==> src/sv/dss_pkg.sv <==
`timescale 1ns / 1ps
// dss_pkg: shared constants, types and month table for the date span core.
// No dependencies; used by date_span_seconds_core.
package dss_pkg;

    localparam int YEAR_BITS_DEF = 12;
    localparam int MONTH_W       = 4;
    localparam int DAY_W         = 5;
    localparam int SPAN_W        = 37;
    localparam int ERR_W         = 2;
    localparam int M_TDATA_W     = ((SPAN_W + ERR_W + 7) / 8) * 8;
    localparam int DBM_W         = 9;     // days before month, up to 334
    localparam int DAYS_PER_YEAR = 365;
    localparam int SECS_PER_DAY  = 86400;
    localparam int SECS_W        = 17;

    typedef enum logic [ERR_W-1:0] {
        ERR_NONE  = 2'd0,
        ERR_YEAR  = 2'd1,
        ERR_MONTH = 2'd2,
        ERR_DAY   = 2'd3
    } order_err_t;

    // month 0 reads as January, 13..15 as December
    function automatic logic [MONTH_W-1:0] clamp_month(input logic [MONTH_W-1:0] m);
        logic [MONTH_W-1:0] r;
        r = m;
        if (m == MONTH_W'(0)) begin
            r = MONTH_W'(1);
        end else if (m > MONTH_W'(12)) begin
            r = MONTH_W'(12);
        end
        return r;
    endfunction

    // cumulative days before the month, common year; month already clamped
    function automatic logic [DBM_W-1:0] days_before_month(input logic [MONTH_W-1:0] m);
        logic [DBM_W-1:0] r;
        unique case (m)
            4'd1:    r = 9'd0;
            4'd2:    r = 9'd31;
            4'd3:    r = 9'd59;
            4'd4:    r = 9'd90;
            4'd5:    r = 9'd120;
            4'd6:    r = 9'd151;
            4'd7:    r = 9'd181;
            4'd8:    r = 9'd212;
            4'd9:    r = 9'd243;
            4'd10:   r = 9'd273;
            4'd11:   r = 9'd304;
            4'd12:   r = 9'd334;
            default: r = 9'd0;
        endcase
        return r;
    endfunction

endpackage

==> src/sv/date_span_seconds_core.sv <==
`timescale 1ns / 1ps
// date_span_seconds_core: inclusive span in seconds between two calendar dates.
// Depends on dss_pkg (constants, error codes, month table).
//
// Usage
//   Input channel s_axis_*: one word carries a start date and an end date.
//   Output channel m_axis_*: one word per input word, carrying the inclusive
//   span in seconds (day count times 86400) and an order error code.
//   Months outside 1..12 are clamped; days are taken at face value as an
//   offset into their month. Leap years follow the Julian rule (every year
//   divisible by 4). An end date before the start date gives a nonzero
//   error code and a zero span; a negative day count gives a zero span.
// Timing
//   Three register stages: input register, day ordinals plus order check,
//   then difference times 86400 into the output register. m_axis_tvalid
//   rises when the word reaches the output register by way of the middle
//   stage; one word per cycle sustained while m_axis_tready stays high.
//   The two ordinal multiplies by 365 and the final multiply by 86400 sit
//   in separate stages, which sets the pipeline depth.
// Reset and stall
//   aresetn (synchronous, active low) empties all stages. When the receiver
//   holds m_axis_tready low, each stage keeps accepting until it is full, so
//   up to three words are held before s_axis_tready drops.
module date_span_seconds_core #(
    parameter int YEAR_BITS = dss_pkg::YEAR_BITS_DEF
) (
    input  logic                          aclk,
    input  logic                          aresetn,
    // s_axis_tdata, from bit 0: start_year, start_month, start_day,
    //                           end_year, end_month, end_day, zero fill
    input  logic                          s_axis_tvalid,
    output logic                          s_axis_tready,
    input  logic [((2 * (YEAR_BITS + dss_pkg::MONTH_W + dss_pkg::DAY_W) + 7) / 8) * 8 - 1:0]
                                          s_axis_tdata,
    // m_axis_tdata, from bit 0: span_seconds, order_error, zero fill
    output logic                          m_axis_tvalid,
    input  logic                          m_axis_tready,
    output logic [dss_pkg::M_TDATA_W-1:0] m_axis_tdata
);

    localparam int MW        = dss_pkg::MONTH_W;
    localparam int DW        = dss_pkg::DAY_W;
    localparam int DATE_W    = YEAR_BITS + MW + DW;
    localparam int IN_W      = 2 * DATE_W;
    // ordinal: y*365 + y/4 + 366 + 31 fits in YEAR_BITS + 9 bits
    localparam int ORD_W     = YEAR_BITS + 9;
    localparam int DIFF_W    = ORD_W + 1;
    localparam int PROD_W    = ORD_W + dss_pkg::SECS_W;

    // field offsets inside s_axis_tdata
    localparam int SY_LO = 0;
    localparam int SM_LO = SY_LO + YEAR_BITS;
    localparam int SD_LO = SM_LO + MW;
    localparam int EY_LO = SD_LO + DW;
    localparam int EM_LO = EY_LO + YEAR_BITS;
    localparam int ED_LO = EM_LO + MW;

    // days from start of year 0 to the date, day taken as offset
    function automatic logic [ORD_W-1:0] day_ordinal(
        input logic [YEAR_BITS-1:0] y,
        input logic [MW-1:0]        m,
        input logic [DW-1:0]        d
    );
        logic [YEAR_BITS:0] yp3;
        logic [ORD_W-1:0]   n;
        yp3 = {1'b0, y} + (YEAR_BITS + 1)'(3);
        n   = ORD_W'(y) * ORD_W'(dss_pkg::DAYS_PER_YEAR);
        n   = n + ORD_W'(yp3 >> 2);
        n   = n + ORD_W'(dss_pkg::days_before_month(m));
        if (m > MW'(2) && y[1:0] == 2'b00) begin
            n = n + ORD_W'(1);
        end
        return n + ORD_W'(d);
    endfunction

    // ---------------- handshake chain ----------------
    logic s1_vld_reg, s1_vld_next;
    logic s2_vld_reg, s2_vld_next;
    logic out_vld_reg, out_vld_next;
    logic out_rdy, s2_rdy, s1_rdy;

    assign out_rdy       = !out_vld_reg || m_axis_tready;
    assign s2_rdy        = !s2_vld_reg || out_rdy;
    assign s1_rdy        = !s1_vld_reg || s2_rdy;
    assign s_axis_tready = s1_rdy;

    // ---------------- stage 1: input register ----------------
    logic [IN_W-1:0] s1_data_reg;

    // ---------------- stage 2: ordinals and order check ----------------
    logic [YEAR_BITS-1:0]  sy, ey;
    logic [MW-1:0]         sm, em;
    logic [DW-1:0]         sd, ed;
    logic [ORD_W-1:0]      ord_s, ord_e;
    dss_pkg::order_err_t   err_next;
    logic [ORD_W-1:0]      s2_ord_s_reg, s2_ord_e_reg;
    dss_pkg::order_err_t   s2_err_reg;

    always_comb begin
        sy    = s1_data_reg[SY_LO +: YEAR_BITS];
        sm    = dss_pkg::clamp_month(s1_data_reg[SM_LO +: MW]);
        sd    = s1_data_reg[SD_LO +: DW];
        ey    = s1_data_reg[EY_LO +: YEAR_BITS];
        em    = dss_pkg::clamp_month(s1_data_reg[EM_LO +: MW]);
        ed    = s1_data_reg[ED_LO +: DW];
        ord_s = day_ordinal(sy, sm, sd);
        ord_e = day_ordinal(ey, em, ed);
        priority if (ey < sy) begin
            err_next = dss_pkg::ERR_YEAR;
        end else if (ey == sy && em < sm) begin
            err_next = dss_pkg::ERR_MONTH;
        end else if (ey == sy && em == sm && ed < sd) begin
            err_next = dss_pkg::ERR_DAY;
        end else begin
            err_next = dss_pkg::ERR_NONE;
        end
    end

    // ---------------- stage 3: day count times 86400 ----------------
    logic signed [DIFF_W-1:0]   diff;
    logic [ORD_W-1:0]           days;
    logic [PROD_W-1:0]          prod;
    logic [dss_pkg::SPAN_W-1:0] span_next;
    logic [dss_pkg::SPAN_W-1:0] out_span_reg;
    dss_pkg::order_err_t        out_err_reg;

    always_comb begin
        diff = $signed({1'b0, s2_ord_e_reg}) - $signed({1'b0, s2_ord_s_reg})
             + DIFF_W'(1);
        days = (diff > 0) ? diff[ORD_W-1:0] : '0;
        prod = PROD_W'(days) * PROD_W'(dss_pkg::SECS_PER_DAY);
        if (s2_err_reg == dss_pkg::ERR_NONE) begin
            span_next = dss_pkg::SPAN_W'(prod);
        end else begin
            span_next = '0;
        end
    end

    // ---------------- valid bits ----------------
    always_comb begin
        s1_vld_next  = s1_rdy ? s_axis_tvalid : s1_vld_reg;
        s2_vld_next  = s2_rdy ? s1_vld_reg : s2_vld_reg;
        out_vld_next = out_rdy ? s2_vld_reg : out_vld_reg;
    end

    always_ff @(posedge aclk) begin
        if (!aresetn) begin
            s1_vld_reg  <= 1'b0;
            s2_vld_reg  <= 1'b0;
            out_vld_reg <= 1'b0;
        end else begin
            s1_vld_reg  <= s1_vld_next;
            s2_vld_reg  <= s2_vld_next;
            out_vld_reg <= out_vld_next;
        end
    end

    // payload registers, no reset
    always_ff @(posedge aclk) begin
        if (s1_rdy) begin
            s1_data_reg <= s_axis_tdata[IN_W-1:0];
        end
        if (s2_rdy) begin
            s2_ord_s_reg <= ord_s;
            s2_ord_e_reg <= ord_e;
            s2_err_reg   <= err_next;
        end
        if (out_rdy) begin
            out_span_reg <= span_next;
            out_err_reg  <= s2_err_reg;
        end
    end

    assign m_axis_tvalid = out_vld_reg;
    assign m_axis_tdata  = dss_pkg::M_TDATA_W'({out_err_reg, out_span_reg});

    // ---------------- assertions ----------------
    // a flagged order error always comes with a zero span
    assert property (@(posedge aclk) disable iff (!aresetn)
        (m_axis_tvalid && out_err_reg != dss_pkg::ERR_NONE) |-> (out_span_reg == '0))
        else $error("span not zero with order error");

    // an accepted word lands in the input register
    assert property (@(posedge aclk) disable iff (!aresetn)
        (s_axis_tvalid && s_axis_tready) |=> s1_vld_reg)
        else $error("accepted word lost at input register");

    // a stalled middle-stage word stays until it moves on
    assert property (@(posedge aclk) disable iff (!aresetn)
        (s2_vld_reg && !s2_rdy) |=> (s2_vld_reg && $stable(s2_ord_s_reg)
                                     && $stable(s2_ord_e_reg)))
        else $error("middle stage overwritten while stalled");

    // reset empties the output stage
    assert property (@(posedge aclk) !aresetn |=> !m_axis_tvalid)
        else $error("output valid after reset");

endmodule

==> config.mk <==
export PLATFORM = sky130hd
export DESIGN_NAME = date_span_seconds_core
export DESIGN_NICKNAME = d
export VERILOG_FILES = /design/src/sv/dss_pkg.sv /design/src/sv/date_span_seconds_core.sv
export SDC_FILE = /design/constraint.sdc
export NUM_CORES = 1
export LEC_CHECK = 0
export CORE_UTILIZATION = 53
export CTS_CLUSTER_DIAMETER = 120
export DETAILED_ROUTE_END_ITERATION = 10
export DONT_BUFFER_PORTS = 1
export PLACE_DENSITY = 0.71
export SLEW_MARGIN = 20
export SYNTH_ARGS = -nofsm -noshare
export SYNTH_HDL_FRONTEND = slang
export SYNTH_SLANG_ARGS = --single-unit
==> constraint.sdc <==
create_clock -name aclk -period 7.8 [get_ports aclk]
set_clock_uncertainty 0.15 [all_clocks]
set_input_delay 1.56 -clock aclk [delete_from_list [all_inputs] [get_ports aclk]]
set_output_delay 1.56 -clock aclk [all_outputs]
set_load 0.02 [all_outputs]
==> results.md, run 1 <==
- Sequential element share of the synthesized area: 20.3%
- Max incr delay on CP: 0.53 ns
- Final Critical Period: 8.28 ns
- Number of different library cells in the post-synthesis netlist: 96
- Number of placed instances with taps included: 2417
- Total global routing track utilization: 24.0%
- Antenna fix cells: 0
- Post-Syn Area per Cell: 9.53 um2
- Met2 WL post-DR: 19800 um
- Path class of the lowest-slack min-delay path: flop to flop
- Vias: 13359
- Worst skew pair latency: 0.44 ns
- Hold Path Cell Cnt: 2
- Detailed Routing Iterations Pass 1: 7
- Actual slew at the worst max-slew pin: 0.965 ns
- Syn Std Cell Area: 17800 um2
- Startpoint of the lowest-slack hold path: s1_vld_reg
- Total of buffers placed on input and output ports: 0
- Worst path slowest cell: sky130_fd_sc_hd__fa_1
- Num Clock Sinks: 121
- Simple-gate area share of the yosys netlist: 12.0%
- Adder-Cell Fraction of Synth Area: 39.1%
- Setup repair after global routing missed its margin: true
- Top library cells by usage in the layout, fill and taps aside: sky130_fd_sc_hd__inv_1 (351), sky130_fd_sc_hd__ha_1 (288), sky130_fd_sc_hd__fa_1 (147), sky130_fd_sc_hd__buf_4 (146), sky130_fd_sc_hd__edfxtp_1 (118)
- Critical Path Source Type: flop
- Final antenna-violating net count: 0
- Worst r2r src: s2_ord_s_reg[1]
- Global-route wire length before repair: 64900 um
- Relative slew slack: 35.5%
- Clock transition at the registers of the reported paths: 0.07 ns
- Source of the critical timing path: s2_ord_s_reg[1]
- TritonCTS clock tree: yes
- Global route total overflow: 0
- Xor and xnor fraction of the mapped netlist area: 7.39%
- Pre-CTS worst setup slack: -0.684 ns
- Highest metal layer with signal wires: met4
- Run status: finished, violations left
- Buffer levels on the longest clock path: 2
- TritonCTS buffer count: 17
- Number of max-slew violations in the final report: 0
- Number of buffers added to fix hold violations after cts: 0
- Final HPWL DP: 31300 um
- Detailed-route wire length on metal 1: 17200 um
- Std-Cell Core Area: 32800 um2
- Total met3 wirelength after detailed routing: 1500 um
- Depth of the worst register-to-register path: 36
- Final setup margin: -0.479 ns
- Most common cell after layout, fill and taps aside: sky130_fd_sc_hd__inv_1
- Post-synth ARST share: 0%
- Upper clock frequency limit: 121 MHz
- Flip-flop count of the largest register after layout: 42
- Number of antenna violations at the first check in global routing: 0
- Count of unresolved DRC violations after routing: 0
- Signal arrival time at the worst endpoint: 8.31 ns
- Synthesized instance count: 1866
- Number of top-level design ports: 94
- Final period util: 106%
- Area of the die: 34300 um2
- Synthesis Warnings: 0
- Routed wire per std cell: 16.1 um
- Number of max-capacitance violations reported: 0
- Height of the die: 185 um
- Post-detailed-route via-to-cell ratio: 5.40
- Largest net degree at the start of global routing: 45
- Top fanout value on the critical path: 6
- Fraction of the mapped netlist area in compound gates: 11.9%
- EDFF count, synth: 118
- Crit path capture type: flop
- Setup slack on the worst flop-to-flop path: -0.48 ns
- Final std cells w/o fill: 2472
- #FFs+latches synth: 121
- Starting density of the core: 54.2%
- Number of global-route vias before repair: 13650
- FF-to-FF End: out_span_reg[35]
- Most used flip-flop cell after synthesis: sky130_fd_sc_hd__edfxtp_1
- Terminating pin of the worst hold path: s2_vld_reg
- Area added between synthesis and finish: 16.4%
- Category of the critical setup timing path: flop to flop
- H-tree depth: 4
- Iter 0 DRT Violations: 534
- Placer congestion estimate: 0.920
- Final setup fails: 15
- Largest family of logic cells by synthesized area: adder cells
- Overall die width: 185 um
- Multiplexer share of the synthesized area: 0.711%
- Data required time at the worst endpoint: 7.83 ns
- Failing checks: negative setup slack
- Final number of hold-violating endpoints: 0
- # rows: 66
- Library cell used as clock root buffer: sky130_fd_sc_hd__clkbuf_16
- Wire length after detailed routing: 39700 um
- Nets@finish: 2534
- Fraction of final layout cells sized beyond drive strength 1: 16.1%
## final cells by class
| type | instances | area (um2) |
|---|---|---|
| multi-input cells | 1356 | 13300 |
| fillers | 2581 | 12100 |
| flip-flops and latches | 121 | 3600 |
| inverters | 365 | 1370 |
| repair buffers | 156 | 1230 |
| well taps | 442 | 553 |
| clock buffers | 18 | 429 |
| clock inverters | 14 | 198 |
## cells in the mapped netlist, types with 5 or more instances
cell type / instances / area share, %
sky130_fd_sc_hd__mux2i_1: 7 / 0.39
sky130_fd_sc_hd__a211oi_1: 11 / 0.46
sky130_fd_sc_hd__nor2_1: 130 / 2.7
sky130_fd_sc_hd__nor2b_1: 20 / 0.70
sky130_fd_sc_hd__and2_1: 12 / 0.42
sky130_fd_sc_hd__edfxtp_1: 118 / 20
sky130_fd_sc_hd__a21o_1: 41 / 1.7
sky130_fd_sc_hd__o31ai_1: 9 / 0.38
sky130_fd_sc_hd__clkbuf_1: 18 / 0.38
sky130_fd_sc_hd__o21ai_0: 54 / 1.5
sky130_fd_sc_hd__o21bai_1: 10 / 0.42
sky130_fd_sc_hd__nand4_1: 12 / 0.42
sky130_fd_sc_hd__xor2_1: 55 / 2.7
sky130_fd_sc_hd__or2_2: 18 / 0.63
sky130_fd_sc_hd__o31a_1: 6 / 0.30
sky130_fd_sc_hd__nor3_1: 36 / 1.0
sky130_fd_sc_hd__buf_4: 9 / 0.38
sky130_fd_sc_hd__nand2_1: 70 / 1.5
sky130_fd_sc_hd__inv_1: 365 / 7.7
sky130_fd_sc_hd__fa_1: 151 / 17
sky130_fd_sc_hd__o2111ai_1: 6 / 0.30
sky130_fd_sc_hd__xnor2_1: 95 / 4.7
sky130_fd_sc_hd__nand2b_1: 16 / 0.56
sky130_fd_sc_hd__a211o_1: 8 / 0.39
sky130_fd_sc_hd__ha_1: 314 / 22
sky130_fd_sc_hd__and3_1: 10 / 0.35
sky130_fd_sc_hd__o21a_1: 29 / 1.2
sky130_fd_sc_hd__a21oi_1: 61 / 1.7
sky130_fd_sc_hd__or3_1: 10 / 0.35
sky130_fd_sc_hd__nor3b_1: 5 / 0.21
sky130_fd_sc_hd__a31oi_1: 10 / 0.35
sky130_fd_sc_hd__nor4_1: 12 / 0.42
sky130_fd_sc_hd__o211ai_1: 11 / 0.46
sky130_fd_sc_hd__nand3_1: 26 / 0.73
## what timing repair did
action / CTS / global route
endpoints found under the setup margin: 16 / 19
gates resized for setup: 74 / 44
gates cloned: 1 / 0
setup buffers: 15 / 8
pin swaps: 91 / 28
## worst max-delay path by stage
stage	end	slack (ns)	cells after the start
after floorplan	out_span_reg[36]	-0.23	35
after global placement	out_span_reg[36]	-0.60	35
after detailed placement	out_span_reg[36]	-0.68	35
after CTS	out_span_reg[36]	-0.31	37
after global routing	out_span_reg[35]	-0.79	37
final	out_span_reg[35]	-0.48	36
## stage by stage
step	area [um2]	util (%)	hold WS (ns)	setup TNS (ns)
finish	20700	63.2	0.380	-4.30
global route	20700	63.2	0.412	-9.37
CTS	20500	62.5	0.381	-2.74
detailed placement	19300	58.9	0.370	-5.91
global placement	19300	58.9	0.339	-5.15
floorplan	17900	-	0.292	-0.252
## cells by family (layout without fill, tap and decap cells)
group | after synthesis | in the layout
other | 1 | 8
muxes | 11 | 11
buffers and inverters | 396 | 553
and+or+nand+nor | 414 | 414
DFF | 121 | 121
xor gates and xnor gates | 150 | 150
AOI/OAI and AO/OA | 308 | 308
adders and majority gates | 465 | 465
## per-layer routing
| metal | GRT usage [%] | vias up |
|---|---|---|
| met3 | 4.44 | 74 |
| met2 | 43.1 | 291 |
| li1 | - | 6616 |
| met4 | 7.11 | 0 |
| met5 | 0 | - |
| met1 | 28.9 | 6378 |
## worst max-delay path, delay by kind of cell (launching register included)
kind                       cells  cell delay (ns)
and+or+nand+nor                6             1.05
adders and majority gates      9             3.03
buffers and inverters          7             0.78
AOI/OAI and AO/OA             12             2.24
muxes                          1             0.26
DFF                            1             0.36
xor gates and xnor gates       1             0.15
Power of run 1 is not shown: default switching activity piles up to over one toggle a cycle in this logic, so the estimate is an artifact.
==> run 2: changes to the inputs <==
--- a/config.mk
+++ b/config.mk
@@ -10,6 +10,7 @@
 export DETAILED_ROUTE_END_ITERATION = 10
 export DONT_BUFFER_PORTS = 1
 export PLACE_DENSITY = 0.71
+export SKIP_CTS_REPAIR_TIMING = 1
 export SLEW_MARGIN = 20
 export SYNTH_ARGS = -nofsm -noshare
 export SYNTH_HDL_FRONTEND = slang
==> constraint.sdc (replaced) <==
create_clock -name aclk -period 7.8 [get_ports aclk]
set_clock_uncertainty 0.15 [all_clocks]
set_input_delay 1.56 -clock aclk [delete_from_list [all_inputs] [get_ports aclk]]
set_output_delay 1.56 -clock aclk [all_outputs]
set_load 0.01 [all_outputs]
==> run 2 against run 1 <==
Net effect:
- the run still ends with negative setup slack left
- cell count fell by 0.44%
- non-clock buffer count fell by 11
- final area fell by 0.25%
- first-iteration DRC count rose by 9.6%
- sequential share of layout area barely moved
- core utilization fell by 0.16 points
- register-to-register slack improved by 0.06 ns
- routed wire length fell by 1.2%
- via count fell by 0.64%
- die area did not move
- setup slack improved by 0.062 ns
==> results.md, run 2 (synthesis results as in run 1) <==
- Run status: finished, violations left
- Failing checks: negative setup slack
- Signal arrival time at the worst endpoint: 8.24 ns
- Count of unresolved DRC violations after routing: 0
- Number of antenna violations at the first check in global routing: 1
- Final std cells w/o fill: 2461
- Global route total overflow: 0
- Library cell used as clock root buffer: sky130_fd_sc_hd__clkbuf_16
- Crit path capture type: flop
- Top library cells by usage in the layout, fill and taps aside: sky130_fd_sc_hd__inv_1 (353), sky130_fd_sc_hd__ha_1 (287), sky130_fd_sc_hd__fa_1 (146), sky130_fd_sc_hd__buf_4 (133), sky130_fd_sc_hd__edfxtp_1 (118)
- Height of the die: 185 um
- Std-Cell Core Area: 32800 um2
- Final std cell area, no fill: 20700 um2
- TritonCTS buffer count: 17
- Nets@finish: 2523
- Most common cell after layout, fill and taps aside: sky130_fd_sc_hd__inv_1
- Antenna fix cells: 0
- Number of placed instances with taps included: 2416
- Wire length after detailed routing: 39200 um
- Overall die width: 185 um
- Hold Path Cell Cnt: 2
- Buffer levels on the longest clock path: 2
- Detailed Routing Iterations Pass 1: 5
- Upper clock frequency limit: 122 MHz
- Top fanout value on the critical path: 7
- Setup repair after global routing missed its margin: true
- Clock transition at the registers of the reported paths: 0.06 ns
- Final Critical Period: 8.22 ns
- Starting density of the core: 54.2%
- Area added between synthesis and finish: 16.1%
- Number of max-capacitance violations reported: 0
- H-tree depth: 4
- Number of global-route vias before repair: 13102
- Number of max-slew violations in the final report: 0
- Post-detailed-route via-to-cell ratio: 5.39
- Final number of hold-violating endpoints: 0
- Post-Route Setup TNS: -3.24 ns
- Filler Cells Inserted: 2624
- Area after detailed placement: 19300 um2
- Depth of the worst register-to-register path: 37
- Critical Path Source Type: flop
- Relative slew slack: 35.3%
- Vias: 13273
- Largest net degree at the start of global routing: 45
- Final setup fails: 15
- Total global routing track utilization: 22.8%
- Max incr delay on CP: 0.50 ns
- Placer congestion estimate: 0.905
- Global-route wire length before repair: 61900 um
- Iter 0 DRT Violations: 585
- Path class of the lowest-slack min-delay path: flop to flop
- Data required time at the worst endpoint: 7.83 ns
- Flip-flop count of the largest register after layout: 42
- Final antenna-violating net count: 0
- Worst path slowest cell: sky130_fd_sc_hd__or4_4
- Number of top-level design ports: 94
- Final HPWL DP: 31500 um
- Area of the die: 34300 um2
- # rows: 66
- Final period util: 105%
- Routed wire per std cell: 15.9 um
- TritonCTS clock tree: yes
- Total of buffers placed on input and output ports: 0
- Actual slew at the worst max-slew pin: 0.967 ns
- Num Clock Sinks: 121
- Category of the critical setup timing path: flop to flop
- Final setup margin: -0.417 ns
- Fraction of final layout cells sized beyond drive strength 1: 15.8%
- Worst skew pair latency: 0.44 ns
[run 2: cell types whose count changed in the layout (fill, tap and decap cells not counted), moves of 2 or more]
| cell | change |
|---|---|
| sky130_fd_sc_hd__buf_4 | -13 |
| sky130_fd_sc_hd__clkbuf_16 | +2 |
| sky130_fd_sc_hd__clkbuf_8 | +2 |
| sky130_fd_sc_hd__ha_4 | +2 |
| sky130_fd_sc_hd__inv_1 | +2 |
| sky130_fd_sc_hd__nor2_1 | -2 |
| sky130_fd_sc_hd__nor2_2 | +4 |
| sky130_fd_sc_hd__nor2_4 | -2 |
| sky130_fd_sc_hd__o21ai_2 | +2 |
| sky130_fd_sc_hd__xnor2_1 | +3 |
| sky130_fd_sc_hd__xnor2_2 | -3 |
[run 2: metal layers]
metal  routed length, um  track usage, %  up-vias
met5                   0               0        -
met4                1260            7.50        0
met3                1290            3.09       84
met2               19400            40.1      301
met1               17300            28.8     6298
li1                    -               -     6590
[run 2: critical path: cells and delay by family (launching register included)]
family,cells,cell delay [ns]
fa+ha+maj,9,2.70
compound gates,15,2.65
simple gates,6,1.16
xor+xnor,3,0.53
flops,1,0.41
buf+inv,4,0.38
[run 2: area by class of cell]
class	instances	area, um2	area share, %
inverters	365	1370	6.63
repair buffers	145	1170	5.68
multi-input cells	1356	13300	64.6
clock inverters	13	168	0.812
flip-flops and latches	121	3600	17.4
clock buffers	19	453	2.19
well taps	442	553	2.68
[run 2: final timing paths]
path                                      start               end  slack (ns)
worst min-delay path                 s1_vld_reg        s2_vld_reg        0.36
worst max-delay path            s2_ord_s_reg[1]  out_span_reg[36]       -0.42
worst max register to register  s2_ord_s_reg[1]  out_span_reg[36]       -0.42
worst min register to register       s1_vld_reg        s2_vld_reg        0.36
[run 2: metrics by stage]
stage          setup slack [ns]  hold WS, ns  util (%)
2_1_floorplan            -0.231        0.292         -
3_3_place_gp             -0.592        0.341      58.8
3_5_place_dp             -0.680        0.350      58.8
4_1_cts                  -0.756        0.369      60.7
5_1_grt                  -0.776        0.400      63.0
6_report                 -0.417        0.361      63.0
Power of run 2 is left out for the same reason.
